<file path="config.mk">
export PLATFORM = sky130hd
export DESIGN_NAME = sample_min_max_mean_stddev
export DESIGN_NICKNAME = d
export VERILOG_FILES = /design/src/smms_pkg.sv /design/src/smms_datapath.sv /design/src/smms_ctrl.sv /design/src/sample_min_max_mean_stddev.sv
export VERILOG_INCLUDE_DIRS = /design/src /design/src/src
export SDC_FILE = /design/constraint.sdc
export NUM_CORES = 2
export LEC_CHECK = 0
export ABC_AREA = 1
export BUFFER_PORTS_ARGS = -buffer_cell sky130_fd_sc_hd__clkbuf_2
export CAP_MARGIN = 25
export CORE_ASPECT_RATIO = 0.6
export CORE_MARGIN = 2
export CORE_UTILIZATION = 40
export CTS_CLUSTER_SIZE = 24
export DETAILED_ROUTE_END_ITERATION = 8
export PLACE_DENSITY = 0.58
export SYNTH_ARGS = -nofsm -noshare
export SYNTH_HDL_FRONTEND = slang
export SYNTH_SLANG_ARGS = --single-unit
</file>
<file path="constraint.sdc">
create_clock -name clock -period 15.8 [get_ports clock]
set_input_delay 0 -clock clock [delete_from_list [all_inputs] [get_ports clock]]
set_output_delay 0 -clock clock [all_outputs]
set_load 0.005 [all_outputs]
</file>
<file path="src/sample_min_max_mean_stddev_macros.svh">
// Assertion macros shared by the sample statistics modules.
`ifndef SAMPLE_MIN_MAX_MEAN_STDDEV_MACROS_SVH
`define SAMPLE_MIN_MAX_MEAN_STDDEV_MACROS_SVH

`ifndef SYNTH
// Same-cycle implication: whenever ante holds, cons holds.
`define SMMS_ASSERT_IMPL(lbl, clk, rst, ante, cons, msg) \
   lbl: assert property (@(posedge clk) disable iff (rst) (ante) |-> (cons)) \
      else $error(msg);
// Next-cycle implication: whenever ante holds, cons holds in the next cycle.
`define SMMS_ASSERT_NEXT(lbl, clk, rst, ante, cons, msg) \
   lbl: assert property (@(posedge clk) disable iff (rst) (ante) |=> (cons)) \
      else $error(msg);
`else
`define SMMS_ASSERT_IMPL(lbl, clk, rst, ante, cons, msg)
`define SMMS_ASSERT_NEXT(lbl, clk, rst, ante, cons, msg)
`endif

`endif

</file>
<file path="src/smms_pkg.sv">
// Types, codes and constants of the sample statistics block.
`timescale 1ns / 1ps
package smms_pkg;

   localparam int DEF_MAX_SAMPLES = 8192;
   localparam int DEF_SAMPLE_BITS = 24;

   localparam int CMD_W     = 2;
   localparam int SAMPLE_W  = 24;
   localparam int COUNT_W   = 14;
   localparam int AVERAGE_W = 32;
   localparam int SPREAD_W  = 31;
   localparam int FRAC_BITS = 8;

   typedef enum logic [CMD_W-1:0] {
      CMD_START  = 2'd0,
      CMD_ADD    = 2'd1,
      CMD_FINISH = 2'd2
   } cmd_type;

   typedef struct packed {
      cmd_type               cmd;
      logic [SAMPLE_W-1:0]   sample;
   } req_type;

   typedef struct packed {
      logic [COUNT_W-1:0]    sample_count;
      logic [SAMPLE_W-1:0]   smallest;
      logic [SAMPLE_W-1:0]   largest;
      logic [AVERAGE_W-1:0]  average;
      logic [SPREAD_W-1:0]   spread;
      logic                  dropped;
   } rsp_type;

   typedef enum logic [3:0] {
      ST_IDLE,
      ST_LOAD_N,
      ST_MUL_N,
      ST_LOAD_S,
      ST_MUL_S,
      ST_LOAD_R,
      ST_SQRT,
      ST_LOAD_A,
      ST_DIV_A,
      ST_LOAD_B,
      ST_DIV_B,
      ST_DONE
   } state_type;

   typedef enum logic [3:0] {
      DP_IDLE,
      DP_CLEAR,
      DP_ADD,
      DP_DROP,
      DP_LOAD_N,
      DP_MUL_N,
      DP_LOAD_S,
      DP_MUL_S,
      DP_LOAD_R,
      DP_SQRT,
      DP_LOAD_A,
      DP_DIV,
      DP_LOAD_B,
      DP_RESULT
   } dp_op_type;

   typedef struct packed {
      dp_op_type op;
   } dp_cmd_type;

   typedef struct packed {
      logic empty;
      logic full;
   } dp_status_type;

endpackage

</file>
<file path="src/smms_datapath.sv">
// Datapath: accumulators, shift-add multiplier, square root and divider.
`timescale 1ns / 1ps
`include "sample_min_max_mean_stddev_macros.svh"
module smms_datapath #(
   parameter int MAX_SAMPLES = smms_pkg::DEF_MAX_SAMPLES,
   parameter int SAMPLE_BITS = smms_pkg::DEF_SAMPLE_BITS
) (
   input  logic                            clock,
   input  logic                            reset,
   input  logic [smms_pkg::SAMPLE_W-1:0]   req_sample,
   input  smms_pkg::dp_cmd_type            dp_cmd,
   output smms_pkg::dp_status_type         dp_status,
   output smms_pkg::rsp_type               rsp_data
);
   import smms_pkg::*;

   localparam int CNT_W  = $clog2(MAX_SAMPLES + 1);
   localparam int SUM_W  = SAMPLE_BITS + CNT_W;
   localparam int SQS_W  = 2 * SAMPLE_BITS + CNT_W;
   localparam int SQ_W   = 2 * SAMPLE_BITS;
   localparam int DIFF_W = 2 * SUM_W;
   localparam int ROOT_W = SUM_W + FRAC_BITS;
   localparam int RAD_W  = 2 * ROOT_W;
   localparam int QUO_W  = ROOT_W;
   localparam logic [SAMPLE_W-1:0] SAMPLE_LIMIT =
      SAMPLE_W'((33'd1 << SAMPLE_BITS) - 33'd1);

   // statistics
   logic [CNT_W-1:0]       count_ff;
   logic [SAMPLE_BITS-1:0] low_ff;
   logic [SAMPLE_BITS-1:0] high_ff;
   logic                   drop_ff;
   logic                   pend_ff;
   logic [SAMPLE_BITS-1:0] x_ff;
   logic [SQ_W-1:0]        sq_ff;
   logic [SUM_W-1:0]       sum_ff;
   logic [SQS_W-1:0]       sqs_ff;

   // finish arithmetic
   logic [DIFF_W-1:0]      acc_ff;
   logic [DIFF_W-1:0]      mcand_ff;
   logic [SUM_W-1:0]       mplier_ff;
   logic [RAD_W-1:0]       rad_ff;
   logic [ROOT_W+1:0]      rem_ff;
   logic [ROOT_W-1:0]      root_ff;
   logic [QUO_W-1:0]       dvd_ff;
   logic [CNT_W-1:0]       prem_ff;
   logic [AVERAGE_W-1:0]   avg_ff;
   rsp_type                rsp_ff;

   logic [SAMPLE_W-1:0]    sample_clamped;
   logic [SAMPLE_BITS-1:0] x_in;
   logic [SQ_W-1:0]        sq_in;
   logic [ROOT_W+1:0]      rem_sh;
   logic [ROOT_W+1:0]      trial;
   logic                   root_bit;
   logic [ROOT_W+1:0]      rem_in;
   logic [CNT_W:0]         prem_sh;
   logic                   quo_bit;
   logic [CNT_W-1:0]       prem_in;
   logic                   empty;

   assign sample_clamped = (req_sample > SAMPLE_LIMIT) ? SAMPLE_LIMIT : req_sample;
   assign x_in  = SAMPLE_BITS'(sample_clamped);
   assign sq_in = SQ_W'(x_in) * SQ_W'(x_in);
   assign empty = (count_ff == '0);

   assign dp_status.empty = empty;
   assign dp_status.full  = (count_ff == CNT_W'(MAX_SAMPLES));

   // one restoring square root step: two radicand bits in, one root bit out
   assign rem_sh   = {rem_ff[ROOT_W-1:0], rad_ff[RAD_W-1 -: 2]};
   assign trial    = {root_ff, 2'b01};
   assign root_bit = (rem_sh >= trial);
   assign rem_in   = root_bit ? (rem_sh - trial) : rem_sh;

   // one restoring division step by the sample count
   assign prem_sh = {prem_ff, dvd_ff[QUO_W-1]};
   assign quo_bit = (prem_sh >= {1'b0, count_ff});
   assign prem_in = quo_bit ? CNT_W'(prem_sh - {1'b0, count_ff}) : CNT_W'(prem_sh);

   always_ff @(posedge clock) begin
      if (reset) begin
         count_ff <= '0;
         low_ff   <= '1;
         high_ff  <= '0;
         drop_ff  <= 1'b0;
         pend_ff  <= 1'b0;
      end else begin
         pend_ff <= (dp_cmd.op == DP_ADD);
         unique case (dp_cmd.op)
            DP_CLEAR: begin
               count_ff <= '0;
               low_ff   <= '1;
               high_ff  <= '0;
               drop_ff  <= 1'b0;
            end
            DP_ADD: begin
               count_ff <= count_ff + CNT_W'(1);
               if (x_in < low_ff) begin
                  low_ff <= x_in;
               end
               if (x_in > high_ff) begin
                  high_ff <= x_in;
               end
            end
            DP_DROP: begin
               drop_ff <= 1'b1;
            end
            default: ;
         endcase
      end
   end

   // sample and square are registered, then summed in the following cycle
   always_ff @(posedge clock) begin
      if (dp_cmd.op == DP_ADD) begin
         x_ff  <= x_in;
         sq_ff <= sq_in;
      end
   end

   always_ff @(posedge clock) begin
      if (reset || dp_cmd.op == DP_CLEAR) begin
         sum_ff <= '0;
         sqs_ff <= '0;
      end else if (pend_ff) begin
         sum_ff <= sum_ff + SUM_W'(x_ff);
         sqs_ff <= sqs_ff + SQS_W'(sq_ff);
      end
   end

   always_ff @(posedge clock) begin
      unique case (dp_cmd.op)
         DP_LOAD_N: begin
            acc_ff    <= '0;
            mcand_ff  <= DIFF_W'(sqs_ff);
            mplier_ff <= SUM_W'(count_ff);
         end
         DP_MUL_N: begin
            if (mplier_ff[0]) begin
               acc_ff <= acc_ff + mcand_ff;
            end
            mcand_ff  <= mcand_ff << 1;
            mplier_ff <= mplier_ff >> 1;
         end
         DP_LOAD_S: begin
            mcand_ff  <= DIFF_W'(sum_ff);
            mplier_ff <= sum_ff;
         end
         DP_MUL_S: begin
            if (mplier_ff[0]) begin
               acc_ff <= acc_ff - mcand_ff;
            end
            mcand_ff  <= mcand_ff << 1;
            mplier_ff <= mplier_ff >> 1;
         end
         DP_LOAD_R: begin
            rad_ff  <= {acc_ff, {(2 * FRAC_BITS){1'b0}}};
            rem_ff  <= '0;
            root_ff <= '0;
         end
         DP_SQRT: begin
            rad_ff  <= rad_ff << 2;
            rem_ff  <= rem_in;
            root_ff <= {root_ff[ROOT_W-2:0], root_bit};
         end
         DP_LOAD_A: begin
            dvd_ff  <= {sum_ff, {FRAC_BITS{1'b0}}};
            prem_ff <= '0;
         end
         DP_DIV: begin
            dvd_ff  <= {dvd_ff[QUO_W-2:0], quo_bit};
            prem_ff <= prem_in;
         end
         DP_LOAD_B: begin
            avg_ff  <= AVERAGE_W'(dvd_ff);
            dvd_ff  <= root_ff;
            prem_ff <= '0;
         end
         DP_RESULT: begin
            rsp_ff.sample_count <= COUNT_W'(count_ff);
            rsp_ff.dropped      <= drop_ff;
            if (empty) begin
               rsp_ff.smallest <= '0;
               rsp_ff.largest  <= '0;
               rsp_ff.average  <= '0;
               rsp_ff.spread   <= '0;
            end else begin
               rsp_ff.smallest <= SAMPLE_W'(low_ff);
               rsp_ff.largest  <= SAMPLE_W'(high_ff);
               rsp_ff.average  <= avg_ff;
               rsp_ff.spread   <= SPREAD_W'(dvd_ff);
            end
         end
         default: ;
      endcase
   end

   assign rsp_data = rsp_ff;

   `SMMS_ASSERT_IMPL(a_count_bound, clock, reset, 1'b1, count_ff <= CNT_W'(MAX_SAMPLES), "sample count past its limit")
   `SMMS_ASSERT_IMPL(a_marks_order, clock, reset, count_ff != '0, low_ff <= high_ff, "minimum above maximum")
   `SMMS_ASSERT_IMPL(a_sqrt_rem, clock, reset, dp_cmd.op == DP_SQRT, rem_ff <= (ROOT_W + 2)'({root_ff, 1'b0}), "root remainder too large")
   `SMMS_ASSERT_IMPL(a_div_rem, clock, reset, dp_cmd.op == DP_DIV, prem_ff < count_ff, "divider remainder not below count")

endmodule

</file>
<file path="src/smms_ctrl.sv">
// Controller: request decoding, finish sequencing and result handshake.
`timescale 1ns / 1ps
`include "sample_min_max_mean_stddev_macros.svh"
module smms_ctrl #(
   parameter int MAX_SAMPLES = smms_pkg::DEF_MAX_SAMPLES,
   parameter int SAMPLE_BITS = smms_pkg::DEF_SAMPLE_BITS
) (
   input  logic                     clock,
   input  logic                     reset,
   input  logic                     req_valid,
   output logic                     req_stall,
   input  smms_pkg::cmd_type        req_cmd,
   output logic                     rsp_valid,
   input  logic                     rsp_stall,
   output smms_pkg::dp_cmd_type     dp_cmd,
   input  smms_pkg::dp_status_type  dp_status
);
   import smms_pkg::*;

   localparam int CNT_W  = $clog2(MAX_SAMPLES + 1);
   localparam int SUM_W  = SAMPLE_BITS + CNT_W;
   localparam int ROOT_W = SUM_W + FRAC_BITS;
   localparam int QUO_W  = ROOT_W;
   localparam int STEP_W = $clog2(ROOT_W);
   localparam logic [STEP_W-1:0] LAST_MUL_N = STEP_W'(CNT_W - 1);
   localparam logic [STEP_W-1:0] LAST_MUL_S = STEP_W'(SUM_W - 1);
   localparam logic [STEP_W-1:0] LAST_SQRT  = STEP_W'(ROOT_W - 1);
   localparam logic [STEP_W-1:0] LAST_DIV   = STEP_W'(QUO_W - 1);

   state_type         state_ff, state_in;
   logic [STEP_W-1:0] step_ff, step_in;
   logic              collecting_ff, collecting_in;
   logic              rsp_valid_ff, rsp_valid_in;
   logic              req_accept;
   logic              out_free;

   assign req_stall  = (state_ff != ST_IDLE);
   assign req_accept = req_valid && !req_stall;
   assign out_free   = !rsp_valid_ff || !rsp_stall;
   assign rsp_valid  = rsp_valid_ff;

   always_ff @(posedge clock) begin
      if (reset) begin
         state_ff      <= ST_IDLE;
         step_ff       <= '0;
         collecting_ff <= 1'b0;
         rsp_valid_ff  <= 1'b0;
      end else begin
         state_ff      <= state_in;
         step_ff       <= step_in;
         collecting_ff <= collecting_in;
         rsp_valid_ff  <= rsp_valid_in;
      end
   end

   // next state
   always_comb begin
      state_in = state_ff;
      unique case (state_ff)
         ST_IDLE: begin
            if (req_accept && req_cmd == CMD_FINISH) begin
               state_in = ST_LOAD_N;
            end
         end
         ST_LOAD_N: state_in = dp_status.empty ? ST_DONE : ST_MUL_N;
         ST_MUL_N:  if (step_ff == LAST_MUL_N) state_in = ST_LOAD_S;
         ST_LOAD_S: state_in = ST_MUL_S;
         ST_MUL_S:  if (step_ff == LAST_MUL_S) state_in = ST_LOAD_R;
         ST_LOAD_R: state_in = ST_SQRT;
         ST_SQRT:   if (step_ff == LAST_SQRT) state_in = ST_LOAD_A;
         ST_LOAD_A: state_in = ST_DIV_A;
         ST_DIV_A:  if (step_ff == LAST_DIV) state_in = ST_LOAD_B;
         ST_LOAD_B: state_in = ST_DIV_B;
         ST_DIV_B:  if (step_ff == LAST_DIV) state_in = ST_DONE;
         ST_DONE:   if (out_free) state_in = ST_IDLE;
         default:   state_in = ST_IDLE;
      endcase
   end

   // outputs: datapath command
   always_comb begin
      dp_cmd.op = DP_IDLE;
      unique case (state_ff)
         ST_IDLE: begin
            if (req_accept) begin
               unique case (req_cmd)
                  CMD_START: dp_cmd.op = DP_CLEAR;
                  CMD_ADD: begin
                     if (collecting_ff) begin
                        dp_cmd.op = dp_status.full ? DP_DROP : DP_ADD;
                     end
                  end
                  default: dp_cmd.op = DP_IDLE;
               endcase
            end
         end
         ST_LOAD_N:          dp_cmd.op = DP_LOAD_N;
         ST_MUL_N:           dp_cmd.op = DP_MUL_N;
         ST_LOAD_S:          dp_cmd.op = DP_LOAD_S;
         ST_MUL_S:           dp_cmd.op = DP_MUL_S;
         ST_LOAD_R:          dp_cmd.op = DP_LOAD_R;
         ST_SQRT:            dp_cmd.op = DP_SQRT;
         ST_LOAD_A:          dp_cmd.op = DP_LOAD_A;
         ST_DIV_A, ST_DIV_B: dp_cmd.op = DP_DIV;
         ST_LOAD_B:          dp_cmd.op = DP_LOAD_B;
         ST_DONE:            if (out_free) dp_cmd.op = DP_RESULT;
         default:            dp_cmd.op = DP_IDLE;
      endcase
   end

   // outputs: step counter, collection window, result valid
   always_comb begin
      unique case (state_ff)
         ST_MUL_N, ST_MUL_S, ST_SQRT, ST_DIV_A, ST_DIV_B: step_in = step_ff + STEP_W'(1);
         default: step_in = '0;
      endcase

      collecting_in = collecting_ff;
      if (req_accept && req_cmd == CMD_START) begin
         collecting_in = 1'b1;
      end else if (req_accept && req_cmd == CMD_FINISH) begin
         collecting_in = 1'b0;
      end

      rsp_valid_in = rsp_valid_ff;
      if (dp_cmd.op == DP_RESULT) begin
         rsp_valid_in = 1'b1;
      end else if (!rsp_stall) begin
         rsp_valid_in = 1'b0;
      end
   end

   `SMMS_ASSERT_IMPL(a_result_free, clock, reset, dp_cmd.op == DP_RESULT, !rsp_valid_ff || !rsp_stall, "result written over a waiting one")
   `SMMS_ASSERT_NEXT(a_finish_closes, clock, reset, req_accept && req_cmd == CMD_FINISH, !collecting_ff && state_ff == ST_LOAD_N, "finish did not close the window")
   `SMMS_ASSERT_NEXT(a_result_shown, clock, reset, dp_cmd.op == DP_RESULT, rsp_valid_ff && state_ff == ST_IDLE, "result not presented after load")

endmodule

</file>
<file path="src/sample_min_max_mean_stddev.sv">
// Start, add and unused requests are accepted back to back.
// Finish stalls the request side while bit-serial multiplies, a square root and two
// restoring divides run on one sequencer; a finish with no samples skips the arithmetic.
// The result is registered and leaves the cycle after the sequencer writes it out.
// Synchronous active-high reset clears the statistics and closes the collection window.
`timescale 1ns / 1ps
module sample_min_max_mean_stddev #(
   parameter int MAX_SAMPLES = smms_pkg::DEF_MAX_SAMPLES,
   parameter int SAMPLE_BITS = smms_pkg::DEF_SAMPLE_BITS
) (
   input  logic                clock,
   input  logic                reset,
   // request channel
   input  logic                req_valid,
   output logic                req_stall,
   input  smms_pkg::req_type   req_data,
   // result channel
   output logic                rsp_valid,
   input  logic                rsp_stall,
   output smms_pkg::rsp_type   rsp_data
);
   import smms_pkg::*;

   // Command and status between sequencer and datapath
   dp_cmd_type    dp_cmd;
   dp_status_type dp_status;

   // Sequencer: decode each request, run the finish arithmetic step by step,
   // hold the result valid until the consumer takes it.
   smms_ctrl #(
      .MAX_SAMPLES (MAX_SAMPLES),
      .SAMPLE_BITS (SAMPLE_BITS)
   ) u_ctrl (
      .clock      (clock),
      .reset      (reset),
      .req_valid  (req_valid),
      .req_stall  (req_stall),
      .req_cmd    (req_data.cmd),
      .rsp_valid  (rsp_valid),
      .rsp_stall  (rsp_stall),
      .dp_cmd     (dp_cmd),
      .dp_status  (dp_status)
   );

   // Datapath: clamp each sample, keep count, minimum, maximum, running sum and
   // sum of squares; at finish form n*sumsq - sum^2 by shift and add, take its
   // square root with 8 extra fraction bits, then divide sum and root by n.
   smms_datapath #(
      .MAX_SAMPLES (MAX_SAMPLES),
      .SAMPLE_BITS (SAMPLE_BITS)
   ) u_datapath (
      .clock      (clock),
      .reset      (reset),
      .req_sample (req_data.sample),
      .dp_cmd     (dp_cmd),
      .dp_status  (dp_status),
      .rsp_data   (rsp_data)
   );

endmodule
</file>
==> results.txt <==
- The floorplan step defined a core boundary enclosing 175200 µm².
* PostCTS Resize Cnt: 0
- Following the worst setup path forward leads to its endpoint at u_datapath.acc_ff[53].
* Netlist Area Pre-Place: 70450 µm²
- The worst path needs 6.885 ns of the cycle, external delays included.
- The number of global-route vias before repair is 58580.
* Critical path, cell by cell: inv_1, ha_1, nand2_1, nor2_1, nand2_1, nor2_1, nand2_1, or2_1, nand2_1, xor2_1, inv_1, ha_1, nand2_1, nand2_1, nand2_1, nand2_1, a21oi_1, nand2_1, a21oi_1, inv_1, nand2_1, nand3_1, nand2_1, nor2_1
* Wire length after detailed routing: approximately 260000 µm
- Counting stages on the worst path, the most repeated cell is nand2_1.
- Final Hold Vio Count: 0
- For the pin with the worst max-slew slack, the measured transition is about 1.2 ns.
- Fill cell instance count of the final layout: 18080
* Sequential cell area: between 20000 and 25000 µm²
- Iteration-0 DRC Markers: approximately 7600
- Cell variety after synth: 49
- The initial utilization of the core area, before any placement, comes to 40.20%.
* Maximum number of pins on one net before global-route repair: between 70 and 80
- Post-synth top flop: edfxtp_1
* Port Buffer Count: 157
- In this run the number of cells on the critical path is 24.
- Row generation in the floorplan step produced 119 rows.
- Largest area contributor in the netlist: edfxtp_1
* Status: finished, final reports clean
- Number of optimization iterations in the first detailed-route pass: 6
* Synth Net Count: 10490
- Post-synth top cells: 2781 x nand2_1, 1947 x inv_1, 1102 x nor2_1, 646 x edfxtp_1, 468 x a21oi_1
- Layout Cells excl Fill: 12080
- Of all flip-flops after synthesis, the portion carrying an async set or reset was 0%.
- Depth of the worst register-to-register path: 24
- Using the TritonRoute via totals, the vias-per-cell ratio works out to 5.264.
- Sequential cells were found to cover 32.54% of the synthesized design area.
* Stage delay of the slowest cell on the critical path: 0.79 ns
- Global routing consumed, over all layers together, 28.19% of the routing resources.
- Fin nets: 10540
- Setup violations remaining at the end of the flow were counted as 0.
* CTS sink cnt: 822
- Total global routing overflow: 0
- Later-pin clock latency in the skew report: 0.75 ns
- Master cell of the clock root buffer: clkbuf_16
* Maximum buffer depth of the clock tree: 3
- CTS tree: done
- Data on the critical path arrives at its endpoint at 7.33 ns.
- For this run, the top clock speed supported by timing is 0.1452 GHz.
* Multi-input gate area in the final layout: 39130 µm²
* Wire length of the first global-routing pass: 378200 µm
- Yosys top cell area share: 27.54%
- Cell family contributing the most delay on the critical path: simple AND/OR/NAND/NOR gates
- Number of cells produced by synthesis: 9600
- Worst reg2reg endpoint: u_datapath.acc_ff[53]
- Vert. Die Dim: 329.1 µm
- Once detail routing completed, the nets flagged for antenna violations numbered 0.
* Worst hold margin: 0.04592 ns
- Routability congestion estimate from global placement: 1.066
- Total clock buffers created by CTS: 88
* Cell with the most instances after synthesis: nand2_1
- Die outline area: 179600 µm²
- The critical path is of the register to register type.
* I/O pin count: 158
- Ratio of final minimum period to clock period: between 40 and 50%
* Area contributors post-synth: edfxtp_1 28%, nand2_1 15%, fa_1 12%
* Max_cap viols: 0
- Setup TNS: 0 ns
* Number of cells in the design after placement: 11890
- The worst hold path belongs to the class input port to register.
* Post-Synthesis Mean Instance Area: 7.338 µm²
- Detailed Place HPWL: 209300 µm
- Yosys mapped a number of flops with a built-in enable equal to 646.
- Counting flops and latches in the post-synthesis netlist gives 822.
- Across the routed clock network, the largest skew measured is ~0.093 ns.
- In the final routed layout, each cell accounts on average for between 20 and 25 µm.
- Total number of yosys warnings: 0
- Maximum fanout along the worst path: 5
- RSZ-0062 raised after global routing: no
- In this run the critical register-to-register path is launched from u_datapath.mcand_ff[0].
- The post-route netlist has 4.136% of its cells at a drive strength greater than 1.
* Endpoint type of the worst setup path: register
- Total number of H-tree levels: 3
- The critical path contains buffers and inverters numbering 3 combined.
* Tightest slew margin relative to the limit: 18.30%
- Clock edge transition at the registers on the reported setup and hold paths: 0.07 ns
- Horizontal die dimension: 545.8 µm
- In this run the worst setup path begins at u_datapath.mcand_ff[0].
- For the worst setup path, the data required time is 16.24 ns.
* Final Util: 43.91%
- After detailed routing, the number of remaining DRC violations is 0.
- Layout overhead on the synthesized area: 9.232%
- Final number of max-transition violations: 0
- Max stage delay cell, worst path: a21oi_1
- The setup check on the worst reg-to-reg path leaves a slack of 8.91 ns.
* Initial antenna violation count: 11
* Startpoint type of the worst setup path: register
- Via total after detailed routing: 63610
metrics by stage:
stage | setup slack [ns] | cell area (µm²)
2_1_floorplan | 9.899 | 70450
3_3_place_gp | 8.778 | 73490
3_5_place_dp | 8.808 | 73510
4_1_cts | 9.146 | 76900
5_1_grt | 8.812 | 76940
6_report | 8.915 | 76950
worst min path at each step:
| stage | startpoint | endpoint | slack [ns] | depth (start not counted) |
|---|---|---|---|---|
| 3_3_place_gp | req_data[24] | u_ctrl.collecting_ff | 0.36 | 3 |
| 2_1_floorplan | req_data[13] | u_datapath.x_ff[13] | 0.17 | 1 |
| 5_1_grt | req_data[0] | u_datapath.sq_ff[0] | 0.06 | 1 |
| 6_report | req_data[0] | u_datapath.sq_ff[0] | 0.05 | 1 |
| 3_5_place_dp | req_data[24] | u_ctrl.collecting_ff | 0.38 | 3 |
| 4_1_cts | req_data[0] | u_datapath.sq_ff[0] | 0.01 | 1 |
kinds of logic after synthesis:
kind of cell	share of synthesized area, %
XOR/XNOR	2.225
adder cells (fa/ha/maj)	19.80
AO/OA/AOI/OAI	7.435
flip-flops	32.54
AND/OR/NAND/NOR	26.01
buffers and inverters	12.00
cell type report:
type	count	area share, %
repair buffers	219	1.720
clock buffers	108	2.972
multi-input cells	6547	50.85
well taps	2359	3.836
flip-flops and latches	822	29.79
clock inverters	54	1.184
inverters	1969	9.624
diodes	6	0.01951
layer usage:
layer | part of all wire, % | global-route usage, % | wire [µm]
met1 | 50 | 45.89 | 129000
met2 | 34 | 33.44 | 89050
met3 | 14 | 10.91 | 35310
met4 | 1.6 | 4.756 | 4020
met5 | 0.37 | 3.000 | 968
sequential cells by signal (all words and copies together) (netlist names), 23 cells and up:
| register | flops |
|---|---|
| u_datapath.acc_ff | 76 |
| u_datapath.avg_ff | 32 |
| u_datapath.dvd_ff | 46 |
| u_datapath.high_ff | 24 |
| u_datapath.low_ff | 24 |
| u_datapath.mcand_ff | 76 |
| u_datapath.mplier_ff | 38 |
| u_datapath.rad_ff | 76 |
| u_datapath.rem_ff | 46 |
| u_datapath.root_ff | 46 |
| u_datapath.rsp_data | 126 |
| u_datapath.sq_ff | 47 |
| u_datapath.sqs_ff | 62 |
| u_datapath.sum_ff | 38 |
| u_datapath.x_ff | 23 |
worst register-to-register path, stage by stage (launching register included):
cell	delay [ns]
edfxtp_1	0.58
inv_1	0.19
ha_1	0.37
nand2_1	0.09
nor2_1	0.54
nand2_1	0.36
nor2_1	0.41
nand2_1	0.13
or2_1	0.30
nand2_1	0.10
xor2_1	0.27
inv_1	0.10
ha_1	0.35
nand2_1	0.08
nand2_1	0.06
nand2_1	0.06
nand2_1	0.16
a21oi_1	0.67
nand2_1	0.16
a21oi_1	0.79
inv_1	0.43
nand2_1	0.21
nand3_1	0.08
nand2_1	0.06
nor2_1	0.07
layout by cell type (no fill, tap or decap), drive strengths merged, types with 15 or more instances in the layout:
| cell | netlist | final |
|---|---|---|
| nand3 | 419 | 419 |
| nand2 | 2786 | 2786 |
| o211ai | 34 | 34 |
| clkinv | 1 | 30 |
| clkbuf | 223 | 266 |
| o21ai | 258 | 258 |
| o22ai | 22 | 22 |
| dlygate4sd3 | 0 | 19 |
| edfxtp | 646 | 646 |
| nor2 | 1113 | 1113 |
| a22oi | 16 | 16 |
| nand3b | 22 | 22 |
| xnor2 | 39 | 39 |
| fa | 428 | 428 |
| nand4 | 117 | 117 |
| o221ai | 46 | 46 |
| o21bai | 33 | 33 |
| bufinv | 0 | 17 |
| a21o | 15 | 15 |
| nor3 | 86 | 86 |
| ha | 430 | 430 |
| buf | 39 | 42 |
| a21oi | 469 | 469 |
| dfxtp | 176 | 176 |
| xor2 | 140 | 140 |
| inv | 1968 | 1972 |
what timing repair did:
action                                 4_1_cts  5_1_grt
endpoints found under the hold margin       39        0
hold buffers                                19        0
buffers inserted                             0        0
Power is left out: the tool's default activity adds up to more than one toggle a clock period on the data nets, which glitch-free logic cannot reach.
